===== config.mk =====
export PLATFORM = sky130hd
export DESIGN_NAME = rgba_to_ycbcr420_planar_writer_top
export DESIGN_NICKNAME = d
export VERILOG_FILES = /design/src/sv/ryw_pkg.sv /design/src/sv/rgba_to_ycbcr420_planar_writer_top.sv
export VERILOG_INCLUDE_DIRS = /design/src /design/src/sv
export SDC_FILE = /design/constraint.sdc
export NUM_CORES = 2
export LEC_CHECK = 0
export BUFFER_PORTS_ARGS = -buffer_cell sky130_fd_sc_hd__buf_2
export CORE_MARGIN = 2
export CORE_UTILIZATION = 59
export CTS_CLUSTER_SIZE = 8
export DETAILED_ROUTE_END_ITERATION = 6
export PLACE_DENSITY_LB_ADDON = 0.05
export RECOVER_POWER = 25
export SETUP_SLACK_MARGIN = 0.02
export SYNTH_ARGS = -nofsm -noshare
export SYNTH_HDL_FRONTEND = slang
export SYNTH_SLANG_ARGS = --single-unit

===== constraint.sdc =====
create_clock -name clk_i -period 7.08 [get_ports clk_i]
set_clock_uncertainty 0.05 [all_clocks]
set_input_delay 0.354 -clock clk_i [delete_from_list [all_inputs] [get_ports clk_i]]
set_output_delay 0.354 -clock clk_i [all_outputs]
set_load 0.03 [all_outputs]

===== src/sv/rgba_to_ycbcr420_planar_writer_top_macros.svh =====
// Assertion macros shared by the RGB to YCbCr 4:2:0 planar writer RTL.
`ifndef RGBA_TO_YCBCR420_PLANAR_WRITER_TOP_MACROS_SVH
`define RGBA_TO_YCBCR420_PLANAR_WRITER_TOP_MACROS_SVH

// Plain property check, clocked on clk_i and quiet during reset.
`define RYW_ASSERT(lbl, prop, msg) \
  lbl: assert property (@(posedge clk_i) disable iff (!rst_ni) (prop)) else $error(msg);

// Same-cycle implication check, clocked on clk_i and quiet during reset.
`define RYW_ASSERT_IMP(lbl, ante, cons, msg) \
  lbl: assert property (@(posedge clk_i) disable iff (!rst_ni) (ante) |-> (cons)) \
    else $error(msg);

// Next-cycle implication check, clocked on clk_i and quiet during reset.
`define RYW_ASSERT_NXT(lbl, ante, cons, msg) \
  lbl: assert property (@(posedge clk_i) disable iff (!rst_ni) (ante) |=> (cons)) \
    else $error(msg);

`endif


===== src/sv/ryw_pkg.sv =====
// Types and constants of the RGB to YCbCr 4:2:0 planar writer.
package ryw_pkg;

  // Target plane of one write transfer.
  typedef enum logic [1:0] {
    PLANE_Y  = 2'd0,
    PLANE_CB = 2'd1,
    PLANE_CR = 2'd2
  } ryw_plane_e;

  // Configuration register indexes.
  typedef enum logic [2:0] {
    CFG_FRAME_WIDTH   = 3'd0,
    CFG_FRAME_HEIGHT  = 3'd1,
    CFG_LUMA_STRIDE   = 3'd2,
    CFG_CHROMA_STRIDE = 3'd3,
    CFG_CHROMA_STEP   = 3'd4,
    CFG_LUMA_BASE     = 3'd5,
    CFG_CR_BASE       = 3'd6,
    CFG_CB_BASE       = 3'd7
  } ryw_cfg_e;

  // JFIF integer coefficients, magnitudes only; signs are applied in the datapath.
  localparam logic [7:0] Y_R  = 8'd77;
  localparam logic [7:0] Y_G  = 8'd150;
  localparam logic [7:0] Y_B  = 8'd29;
  localparam logic [7:0] CB_R = 8'd43;
  localparam logic [7:0] CB_G = 8'd85;
  localparam logic [7:0] CR_G = 8'd107;
  localparam logic [7:0] CR_B = 8'd21;

  // Chroma bias of 128 placed ahead of the shift by 8.
  localparam logic [16:0] CHROMA_BIAS = 17'd32768;

  // Field widths fixed by the stream format.
  localparam int unsigned SAMPLE_W = 8;
  localparam int unsigned OUT_ADDR_W = 32;
  localparam int unsigned IN_DATA_W = 24;
  localparam int unsigned OUT_DATA_W = 40;
  localparam int unsigned OUT_USER_W = 3;

endpackage


===== src/sv/rgba_to_ycbcr420_planar_writer_top.sv =====
// Top level of the RGB to YCbCr 4:2:0 planar writer.
//
// Usage:
//   Pixels enter on the s_axis channel in raster order, one transfer per pixel,
//   red in tdata[7:0], green in [15:8], blue in [23:16]. Each pixel produces one
//   luma write on m_axis; a pixel on an even row and even column then produces a
//   Cb write and a Cr write. tlast marks the final write of a pixel; tuser holds
//   the target plane and a flag set on every write of the final pixel of a frame.
//   Frame geometry and plane addresses come from the cfg write port; write it
//   only while no pixel is in flight.
//   The first write of a pixel is offered from the result register, which loads
//   the pixel from the input register once the result register is free.
//   The single result port serializes up to three writes per pixel, a luma write
//   alone or a luma, a Cb and a Cr write, and the result register loads the next
//   pixel as the last write of the current one leaves.
//   The input register takes a new pixel while the result register still holds
//   writes, so a stalled receiver backs up into s_axis_tready_o after one pixel.
//   Reset empties both registers, zeroes the column and row counters and loads
//   the default geometry of 640 by 480.
`include "rgba_to_ycbcr420_planar_writer_top_macros.svh"

module rgba_to_ycbcr420_planar_writer_top #(
  parameter int unsigned MAX_WIDTH  = 8192,
  parameter int unsigned MAX_HEIGHT = 8192,
  parameter int unsigned ADDR_BITS  = 32
) (
  input  logic                             clk_i,
  input  logic                             rst_ni,
  // Configuration write port
  input  logic                             cfg_we_i,
  input  ryw_pkg::ryw_cfg_e                cfg_idx_i,
  input  logic [31:0]                      cfg_wdata_i,
  // Pixel input stream
  input  logic                             s_axis_tvalid_i,
  output logic                             s_axis_tready_o,
  input  logic [ryw_pkg::IN_DATA_W-1:0]    s_axis_tdata_i,  // red, green, blue
  // Write output stream
  output logic                             m_axis_tvalid_o,
  input  logic                             m_axis_tready_i,
  output logic [ryw_pkg::OUT_DATA_W-1:0]   m_axis_tdata_o,  // write_addr, sample_value
  output logic                             m_axis_tlast_o,  // last_of_run
  output logic [ryw_pkg::OUT_USER_W-1:0]   m_axis_tuser_o   // plane_sel, frame_done
);
  import ryw_pkg::*;

  localparam int unsigned CW  = $clog2(MAX_WIDTH);
  localparam int unsigned RW  = $clog2(MAX_HEIGHT);
  localparam int unsigned CW1 = CW + 1;
  localparam int unsigned RW1 = RW + 1;
  localparam int unsigned LRO_W = RW + 16;
  localparam int unsigned CRO_W = RW + 15;
  localparam int unsigned CCO_W = CW + 2;
  localparam logic [OUT_ADDR_W-1:0] AMASK = (ADDR_BITS >= OUT_ADDR_W) ? '1 :
      OUT_ADDR_W'((64'd1 << ADDR_BITS) - 64'd1);

  // Configuration registers.
  logic [13:0] frame_width_q, frame_height_q;
  logic [15:0] luma_stride_q, chroma_stride_q;
  logic [2:0]  chroma_step_q;
  logic [31:0] luma_base_q, cr_base_q, cb_base_q;

  always_ff @(posedge clk_i or negedge rst_ni) begin
    if (!rst_ni) begin
      frame_width_q   <= 14'd640;
      frame_height_q  <= 14'd480;
      luma_stride_q   <= 16'd640;
      chroma_stride_q <= 16'd640;
      chroma_step_q   <= 3'd2;
      luma_base_q     <= '0;
      cr_base_q       <= '0;
      cb_base_q       <= '0;
    end else if (cfg_we_i) begin
      unique case (cfg_idx_i)
        CFG_FRAME_WIDTH:   frame_width_q   <= cfg_wdata_i[13:0];
        CFG_FRAME_HEIGHT:  frame_height_q  <= cfg_wdata_i[13:0];
        CFG_LUMA_STRIDE:   luma_stride_q   <= cfg_wdata_i[15:0];
        CFG_CHROMA_STRIDE: chroma_stride_q <= cfg_wdata_i[15:0];
        CFG_CHROMA_STEP:   chroma_step_q   <= cfg_wdata_i[2:0];
        CFG_LUMA_BASE:     luma_base_q     <= cfg_wdata_i;
        CFG_CR_BASE:       cr_base_q       <= cfg_wdata_i;
        CFG_CB_BASE:       cb_base_q       <= cfg_wdata_i;
        default: ;
      endcase
    end
  end

  // Effective frame size: zero counts as one, large values saturate.
  logic [CW1-1:0] width_eff;
  logic [RW1-1:0] height_eff;

  always_comb begin
    if (frame_width_q == '0) begin
      width_eff = CW1'(1);
    end else if (32'(frame_width_q) > MAX_WIDTH) begin
      width_eff = CW1'(MAX_WIDTH);
    end else begin
      width_eff = CW1'(frame_width_q);
    end
    if (frame_height_q == '0) begin
      height_eff = RW1'(1);
    end else if (32'(frame_height_q) > MAX_HEIGHT) begin
      height_eff = RW1'(MAX_HEIGHT);
    end else begin
      height_eff = RW1'(frame_height_q);
    end
  end

  // Pipeline handshake signals.
  logic s_xfer, m_xfer, a_valid_q, b_valid_q, b_free, b_last;

  // Raster position counters, advanced on every input transfer.
  logic [CW-1:0] col_q, col_d;
  logic [RW-1:0] row_q, row_d;
  logic          wrap_col, wrap_row;

  assign s_xfer   = s_axis_tvalid_i && s_axis_tready_o;
  assign wrap_col = (CW1'({1'b0, col_q}) + CW1'(1)) >= width_eff;
  assign wrap_row = (RW1'({1'b0, row_q}) + RW1'(1)) >= height_eff;

  always_comb begin
    col_d = col_q;
    row_d = row_q;
    if (s_xfer) begin
      if (wrap_col) begin
        col_d = '0;
        row_d = wrap_row ? '0 : row_q + RW'(1);
      end else begin
        col_d = col_q + CW'(1);
      end
    end
  end

  always_ff @(posedge clk_i or negedge rst_ni) begin
    if (!rst_ni) begin
      col_q <= '0;
      row_q <= '0;
    end else begin
      col_q <= col_d;
      row_q <= row_d;
    end
  end

  // Input register: pixel plus its position and flags.
  logic [7:0]    a_red_q, a_green_q, a_blue_q;
  logic [CW-1:0] a_col_q;
  logic [RW-1:0] a_row_q;
  logic          a_done_q;

  assign s_axis_tready_o = !a_valid_q || b_free;

  always_ff @(posedge clk_i or negedge rst_ni) begin
    if (!rst_ni) begin
      a_valid_q <= 1'b0;
    end else if (s_axis_tready_o) begin
      a_valid_q <= s_axis_tvalid_i;
    end
  end

  always_ff @(posedge clk_i) begin
    if (s_xfer) begin
      a_red_q   <= s_axis_tdata_i[7:0];
      a_green_q <= s_axis_tdata_i[15:8];
      a_blue_q  <= s_axis_tdata_i[23:16];
      a_col_q   <= col_q;
      a_row_q   <= row_q;
      a_done_q  <= wrap_col && wrap_row;
    end
  end

  // Color conversion; every sum stays in range or wraps back into it.
  logic [15:0] y_sum;
  logic [16:0] cb_sum, cr_sum;
  logic        a_chroma;

  assign a_chroma = !a_row_q[0] && !a_col_q[0];
  assign y_sum  = 16'(Y_R * a_red_q) + 16'(Y_G * a_green_q) + 16'(Y_B * a_blue_q);
  assign cb_sum = CHROMA_BIAS + {2'b0, a_blue_q, 7'd0}
                  - 17'(CB_R * a_red_q) - 17'(CB_G * a_green_q);
  assign cr_sum = CHROMA_BIAS + {2'b0, a_red_q, 7'd0}
                  - 17'(CR_G * a_green_q) - 17'(CR_B * a_blue_q);

  // Address generation.
  logic [LRO_W-1:0]      luma_row_off;
  logic [CRO_W-1:0]      chroma_row_off;
  logic [CCO_W-1:0]      chroma_col_off;
  logic [OUT_ADDR_W-1:0] chroma_off, y_addr, cb_addr, cr_addr;

  assign luma_row_off   = LRO_W'(a_row_q) * LRO_W'(luma_stride_q);
  assign chroma_row_off = CRO_W'(a_row_q >> 1) * CRO_W'(chroma_stride_q);
  assign chroma_col_off = CCO_W'(a_col_q >> 1) * CCO_W'(chroma_step_q);
  assign chroma_off     = OUT_ADDR_W'(chroma_row_off) + OUT_ADDR_W'(chroma_col_off);
  assign y_addr  = (luma_base_q + OUT_ADDR_W'(luma_row_off) + OUT_ADDR_W'(a_col_q)) & AMASK;
  assign cb_addr = (cb_base_q + chroma_off) & AMASK;
  assign cr_addr = (cr_base_q + chroma_off) & AMASK;

  // Result register: the writes of one pixel, sent one per transfer.
  logic [SAMPLE_W-1:0]   b_y_q, b_cb_q, b_cr_q;
  logic [OUT_ADDR_W-1:0] b_y_addr_q, b_cb_addr_q, b_cr_addr_q;
  logic                  b_chroma_q, b_done_q;
  ryw_plane_e            idx_q;

  assign m_xfer = m_axis_tvalid_o && m_axis_tready_i;
  assign b_last = !b_chroma_q || (idx_q == PLANE_CR);
  assign b_free = !b_valid_q || (m_xfer && b_last);

  always_ff @(posedge clk_i or negedge rst_ni) begin
    if (!rst_ni) begin
      b_valid_q <= 1'b0;
      idx_q     <= PLANE_Y;
    end else if (b_free) begin
      b_valid_q <= a_valid_q;
      idx_q     <= PLANE_Y;
    end else if (m_xfer) begin
      idx_q <= (idx_q == PLANE_Y) ? PLANE_CB : PLANE_CR;
    end
  end

  always_ff @(posedge clk_i) begin
    if (b_free && a_valid_q) begin
      b_y_q       <= y_sum[15:8];
      b_cb_q      <= cb_sum[15:8];
      b_cr_q      <= cr_sum[15:8];
      b_y_addr_q  <= y_addr;
      b_cb_addr_q <= cb_addr;
      b_cr_addr_q <= cr_addr;
      b_chroma_q  <= a_chroma;
      b_done_q    <= a_done_q;
    end
  end

  // Output selection by plane.
  logic [SAMPLE_W-1:0]   out_sample;
  logic [OUT_ADDR_W-1:0] out_addr;

  always_comb begin
    unique case (idx_q)
      PLANE_Y: begin
        out_sample = b_y_q;
        out_addr   = b_y_addr_q;
      end
      PLANE_CB: begin
        out_sample = b_cb_q;
        out_addr   = b_cb_addr_q;
      end
      PLANE_CR: begin
        out_sample = b_cr_q;
        out_addr   = b_cr_addr_q;
      end
      default: begin
        out_sample = b_y_q;
        out_addr   = b_y_addr_q;
      end
    endcase
  end

  assign m_axis_tvalid_o = b_valid_q;
  assign m_axis_tdata_o  = {out_sample, out_addr};
  assign m_axis_tlast_o  = b_last;
  assign m_axis_tuser_o  = {b_done_q, idx_q};

  // Checks on the sequencing of writes, the raster counters and the input handshake.
  `RYW_ASSERT_IMP(a_luma_only_idx, b_valid_q && !b_chroma_q, idx_q == PLANE_Y,
                  "luma-only pixel advanced past its luma write")
  `RYW_ASSERT_NXT(a_stall_holds_idx, m_axis_tvalid_o && !m_axis_tready_i, $stable(idx_q),
                  "plane index moved while the receiver stalled")
  `RYW_ASSERT_NXT(a_col_wraps, s_xfer && wrap_col, col_q == '0,
                  "column counter did not wrap at the end of a row")
  `RYW_ASSERT_IMP(a_ready_when_empty, !a_valid_q, s_axis_tready_o,
                  "input not ready with an empty input register")
endmodule


Yosys cells after proc, flatten, opt, wreduce, memory -nomap -nowiden
Cells that the tools add are included.

storage, ports and cells
  register bits = 362
  input port bits = 64
  output and inout bits = 46
  word-level logic and storage cells = 106

cells by class
  add/subtract/negate cells = 17
  multiply operators = 10
  $lt $le $gt $ge = 4
  equality and inequality tests = 9
  mux-type cells = 11
  reduce and logical (&&, ||, !) cells = 28

operators by type and width
  kind                    count
  $add 32x29->32          3
  $pmux 32 s2             1
  $mul 7x8->15 const A    4
  $mux 14                 4
  $add 16x15->16 const A  2
  $add 32x13->32          1
  $sub 16x15->16          2
  $add 28x15->29          1
  $mul 13x16->29          1
  $add 13x1->14 const B   2
  $ge 14x14->1            2
  $gt 14x14->1 const B    2
  $logic_not 14->1        2
  $mul 12x16->28          1
  $add 13x1->13 const B   2
  $mul 5x8->13 const A    2
  $mux 13                 2
  $reduce_and 2->1        9
  $add 15x16->16          1
  $add 16x13->16          1
  $pmux 8 s2              1
  $sub 16x13->16          1
  $sub 16x14->16          1
  $mul 12x3->15           1
  13 further kinds        30

Logic depth before layout (Yosys ltp)
  depth in word-level cells = 7
  depth in mapped cells = 30
  mapped depth without buffers = 28

Worst setup path after synthesis
Ideal clock, no wire load.

  kind = register to register
  from = reg chroma_stride_q[7]
  to = reg b_cr_addr_q[31], data pin
  setup time = 138 ps
  arrival time = 7185 ps
  required time = 6892 ps
  path slack = -293 ps
  stages on the path, launching flop included = 27
  path buffers = 2
  period minus slack after synthesis = 7373 ps
  cell sequence = dfstp_2 clkbuf_1 nand2_1 fa_1 inv_1 fa_1 fa_1 fa_1 fa_1 inv_1 fa_1 inv_1 ha_1 o21a_1 o211a_1 a221oi_2 o21ai_1 a31oi_1 xnor2_1 ha_1 clkbuf_1 nand4_1 o221a_2 o2111ai_1 o21ai_1 or4_1 nand4_1

between the ends
  longest elaborated chain between the ends = 3

ends and longest elaborated chain
  what                    RTL line                                   source
  start, declared         rgba_to_ycbcr420_planar_writer_top.sv:58   logic [15:0] luma_stride_q, chroma_stride_q;
  start signal, assigned  rgba_to_ycbcr420_planar_writer_top.sv:77   CFG_CHROMA_STRIDE: chroma_stride_q <= cfg_wdata_i[15:0];
  $mul 12x16->28          rgba_to_ycbcr420_planar_writer_top.sv:189  assign chroma_row_off = CRO_W'(a_row_q >> 1) * CRO_W'(chroma_stride_q);
  $add 28x15->29          rgba_to_ycbcr420_planar_writer_top.sv:191  assign chroma_off = OUT_ADDR_W'(chroma_row_off) + OUT_ADDR_W'(chroma_col_off);
  $add 32x29->32          rgba_to_ycbcr420_planar_writer_top.sv:194  assign cr_addr = (cr_base_q + chroma_off) & AMASK;
  net cr_addr[31]         rgba_to_ycbcr420_planar_writer_top.sv:186  logic [OUT_ADDR_W-1:0] chroma_off, y_addr, cb_addr, cr_addr;
  end signal, assigned    rgba_to_ycbcr420_planar_writer_top.sv:225  b_cr_addr_q <= cr_addr;
  end, declared           rgba_to_ycbcr420_planar_writer_top.sv:198  logic [OUT_ADDR_W-1:0] b_y_addr_q, b_cb_addr_q, b_cr_addr_q;

The timed path passes the listed nets, and every way through them passes these cells.
A chain may end at the register's enable or synchronous reset.

Worst setup path in the final report
  from = reg a_row_q[3]
  to = reg b_cr_addr_q[29], data pin

between the ends
  longest elaborated chain between the ends = 3

ends and longest elaborated chain
  what                    RTL line                                   source
  start, declared         rgba_to_ycbcr420_planar_writer_top.sv:146  logic [RW-1:0] a_row_q;
  start signal, assigned  rgba_to_ycbcr420_planar_writer_top.sv:165  a_row_q <= row_q;
  $mul 12x16->28          rgba_to_ycbcr420_planar_writer_top.sv:189
  $add 28x15->29          rgba_to_ycbcr420_planar_writer_top.sv:191
  $add 32x29->32          rgba_to_ycbcr420_planar_writer_top.sv:194
  net cr_addr[29]         rgba_to_ycbcr420_planar_writer_top.sv:186

The timed path passes the listed nets, and every way through them passes these cells.

==> results.cfg <==
[status]
outcome = finished, violations left
violations = capacitance limit, slew limit, setup timing

[grt]
antenna_found_initial = 5
grt-ovfl-total = 0
grt_max_degree = 85
track_usage = 0.322
grt_pass1_vias = 31687
grt_pass1_wl_um = 177000

[route]
wire_per_inst_um = 20.5
dr.pass1.iters = 5
vias_per_cell = 5.64
vias = 30815
ant_nets = 0
drt-initial-drc-count = 2125
post-route-drc-count = 0
wl_um = 112000

[timing]
slew_headroom = -2.68
rsz0062_at_grt = true
worst_slack_ns = -0.277
hold_viol_final = 0
tightestPinTransition_ns = 5.51
setup_violations = 25
min_period_over_period = 1.04
finalMaxSlewViolations = 184
max_freq_ghz = 0.136
min_period_ns = 7.36

[floorplan]
rows = 96
ioPinCount = 110
coreArea_um2 = 68600
die_w_um = 267
die_h_um = 267
initial_core_util = 0.596
dieArea_um2 = 71400

[cells_and_area]
fin_nets = 5537
utilization = 0.701
drive_above_1_share = 0.197
fillers = 5265
diodes = 0
area_growth_pct = 17.7

[synthesis]
muxShareOfSynthArea = 0.0442
synth_top_family_by_area = adder cells
yosysUniqueCellTypes = 79
synth_area_leaders = fa_1, ha_1, edfxtp_1
synth_largest_area_cell = fa_1
synth_commonest_cells = inv_1, fa_1, ha_1
ys.flop_type = dfrtp_1
synthAdderAreaFrac = 0.394
synth-edff-count = 173
synthCells = 4062
synth_seq_cells = 362
synth_top_area_frac = 0.251
synth_area_um2 = 40900
synthXorXnorAreaFrac = 0.0309
avgSynthCellArea_um2 = 10.1
yosys_warnings = 0
ys_seq_area_frac = 0.243
yosys.area_share.simple = 0.113
synth_nets = 5106
synth_compound_area_frac = 0.0919
yosysMostFrequentCell = inv_1
async_reset_ff_frac = 0.522

[critical_path]
reg2reg_to = b_cr_addr_q[29]$_DFFE_PP_
worstSetupPathType = reg -> reg
cpMostUsedCell = fa_1
startpoint_type = flip-flop
crit_path_top_delay_cell = fa_2
cp.arrival_ns = 7.67
cp.required_ns = 7.40
r2r-start = a_row_q[3]$_DFFE_PP_
end_kind = flip-flop
max_stage_delay_ns = 0.59
rr_worst_depth = 27
r2r_setup_slack_ns = -0.28
crit_path_max_fanout = 8

[placement]
gp_congestion = 0.924
dp_hpwl_um = 88000
port_buffers = 109

[clocking]
cts_root_buffer = clkbuf_16
cts_tree = built
numCtsBuffers = 52
clock_sinks = 362
htreeDepth = 2
cts.clk_slew.worst_paths_ns = 0.06
cts_buffer_depth = 3
clk_latency_ns = 0.63

[hold_path]
hold_start = cfg_wdata_i[18]
hold_end = luma_base_q[18]$_DFFE_PN0P_
hold_depth = 2
hold_class = in -> reg

[run]
drv_cap = 4
timing repair:
| item | CTS | global route |
|---|---|---|
| hold endpoints to repair | 124 | 0 |
| setup endpoints to repair | 28 | 40 |
| hold buffers | 33 | 0 |
| buffers inserted | 22 | 22 |
| resized for setup | 111 | 146 |
| gates cloned | 1 | 0 |
| pin swaps | 57 | 82 |
through the flow:
stage | setup TNS (ns) | hold slack, ns | setup WS, ns | instance area, um^2 | std cells
finish | -3.80 | 0.0363 | -0.277 | 48100 | 5468
CTS | -2.73 | 0.00360 | -0.237 | 47300 | 5450
global route | -9.79 | 0.0285 | -0.518 | 48100 | 5468
detailed placement | -5.74 | 0.370 | -0.404 | 44700 | 5296
floorplan | 0 | 0.00841 | 0.0292 | 41000 | 4062
global placement | -4.55 | 0.358 | -0.337 | 44700 | 5296
metal layers:
layer,GRT usage,share of wire,vias up
met5,0,0,-
met4,0.0855,0.028,0
met3,0.0471,0.063,194
met2,0.524,0.47,885
met1,0.453,0.44,15591
li1,-,-,14145
cell type report:
cell class / instances / area [um^2] / area share
clock buffers: 94 / 1490 / 0.0310
well taps: 931 / 1160 / 0.0242
flip-flops and latches: 362 / 9940 / 0.207
repair buffers: 513 / 3820 / 0.0794
multi-input cells: 2806 / 28800 / 0.598
clock inverters: 4 / 52.6 / 0.00109
inverters: 758 / 2850 / 0.0592
worst max path at each step:
stage                     cells past startpoint  slack (ns)                            from                   endpoint
after floorplan                              26        0.03            a_row_q[1]$_DFFE_PP_  b_cb_addr_q[30]$_DFFE_PP_
after global placement                       28       -0.34  chroma_stride_q[7]$_DFFE_PN1P_  b_cr_addr_q[25]$_DFFE_PP_
after detailed placement                     25       -0.40            a_row_q[7]$_DFFE_PP_  b_cb_addr_q[30]$_DFFE_PP_
after CTS                                    26       -0.24            a_row_q[1]$_DFFE_PP_  b_cb_addr_q[30]$_DFFE_PP_
after global routing                         29       -0.52    chroma_step_q[0]$_DFFE_PN0P_  b_cb_addr_q[28]$_DFFE_PP_
final                                        27       -0.28            a_row_q[3]$_DFFE_PP_  b_cr_addr_q[29]$_DFFE_PP_
cells by family after synthesis:
family | Yosys count
XOR/XNOR | 144
AND/OR/NAND/NOR | 940
buffers and inverters | 894
AO/OA/AOI/OAI | 581
multiplexers | 161
adder cells (fa/ha/maj) | 980
flip-flops | 362
critical path, delay by kind of cell, from the launching register on:
family,cells,cell delay (ns)
buffers and inverters,5,0.56
and+or+nand+nor,1,0.14
DFF,1,0.37
xor gates and xnor gates,2,0.25
adders and majority gates,8,3.46
AOI/OAI and AO/OA,11,2.26
flip-flops by register name (all words and copies together), names as in the netlist, 13 cells and up:
register         count
chroma_stride_q     16
frame_height_q      14
cr_base_q           32
b_y_addr_q          32
row_q               13
luma_base_q         32
b_cb_addr_q         32
b_cr_addr_q         32
frame_width_q       14
a_row_q             13
a_col_q             13
luma_stride_q       16
col_q               13
cb_base_q           32
cell usage in the layout, fill, tap and decap left out, drive strengths merged, types with 13 or more instances in the layout:
cell type	n
a21oi	173
nand2	357
buf	467
o21ai	116
dlygate4sd3	33
nor3	29
mux2	155
xnor2	79
fa	513
and2	231
nand4	36
ha	467
nand2b	22
a21o	75
nor2	123
clkbuf	107
and3	14
edfxtp	173
dfrtp	178
o21bai	20
nor2b	13
nand3	61
xor2	65
a31oi	22
a211oi	20
inv	760
o21a	18
a22oi	42
Power is left out: the tool's default activity adds up to more than one toggle a clock period on the data nets, which glitch-free logic cannot reach.
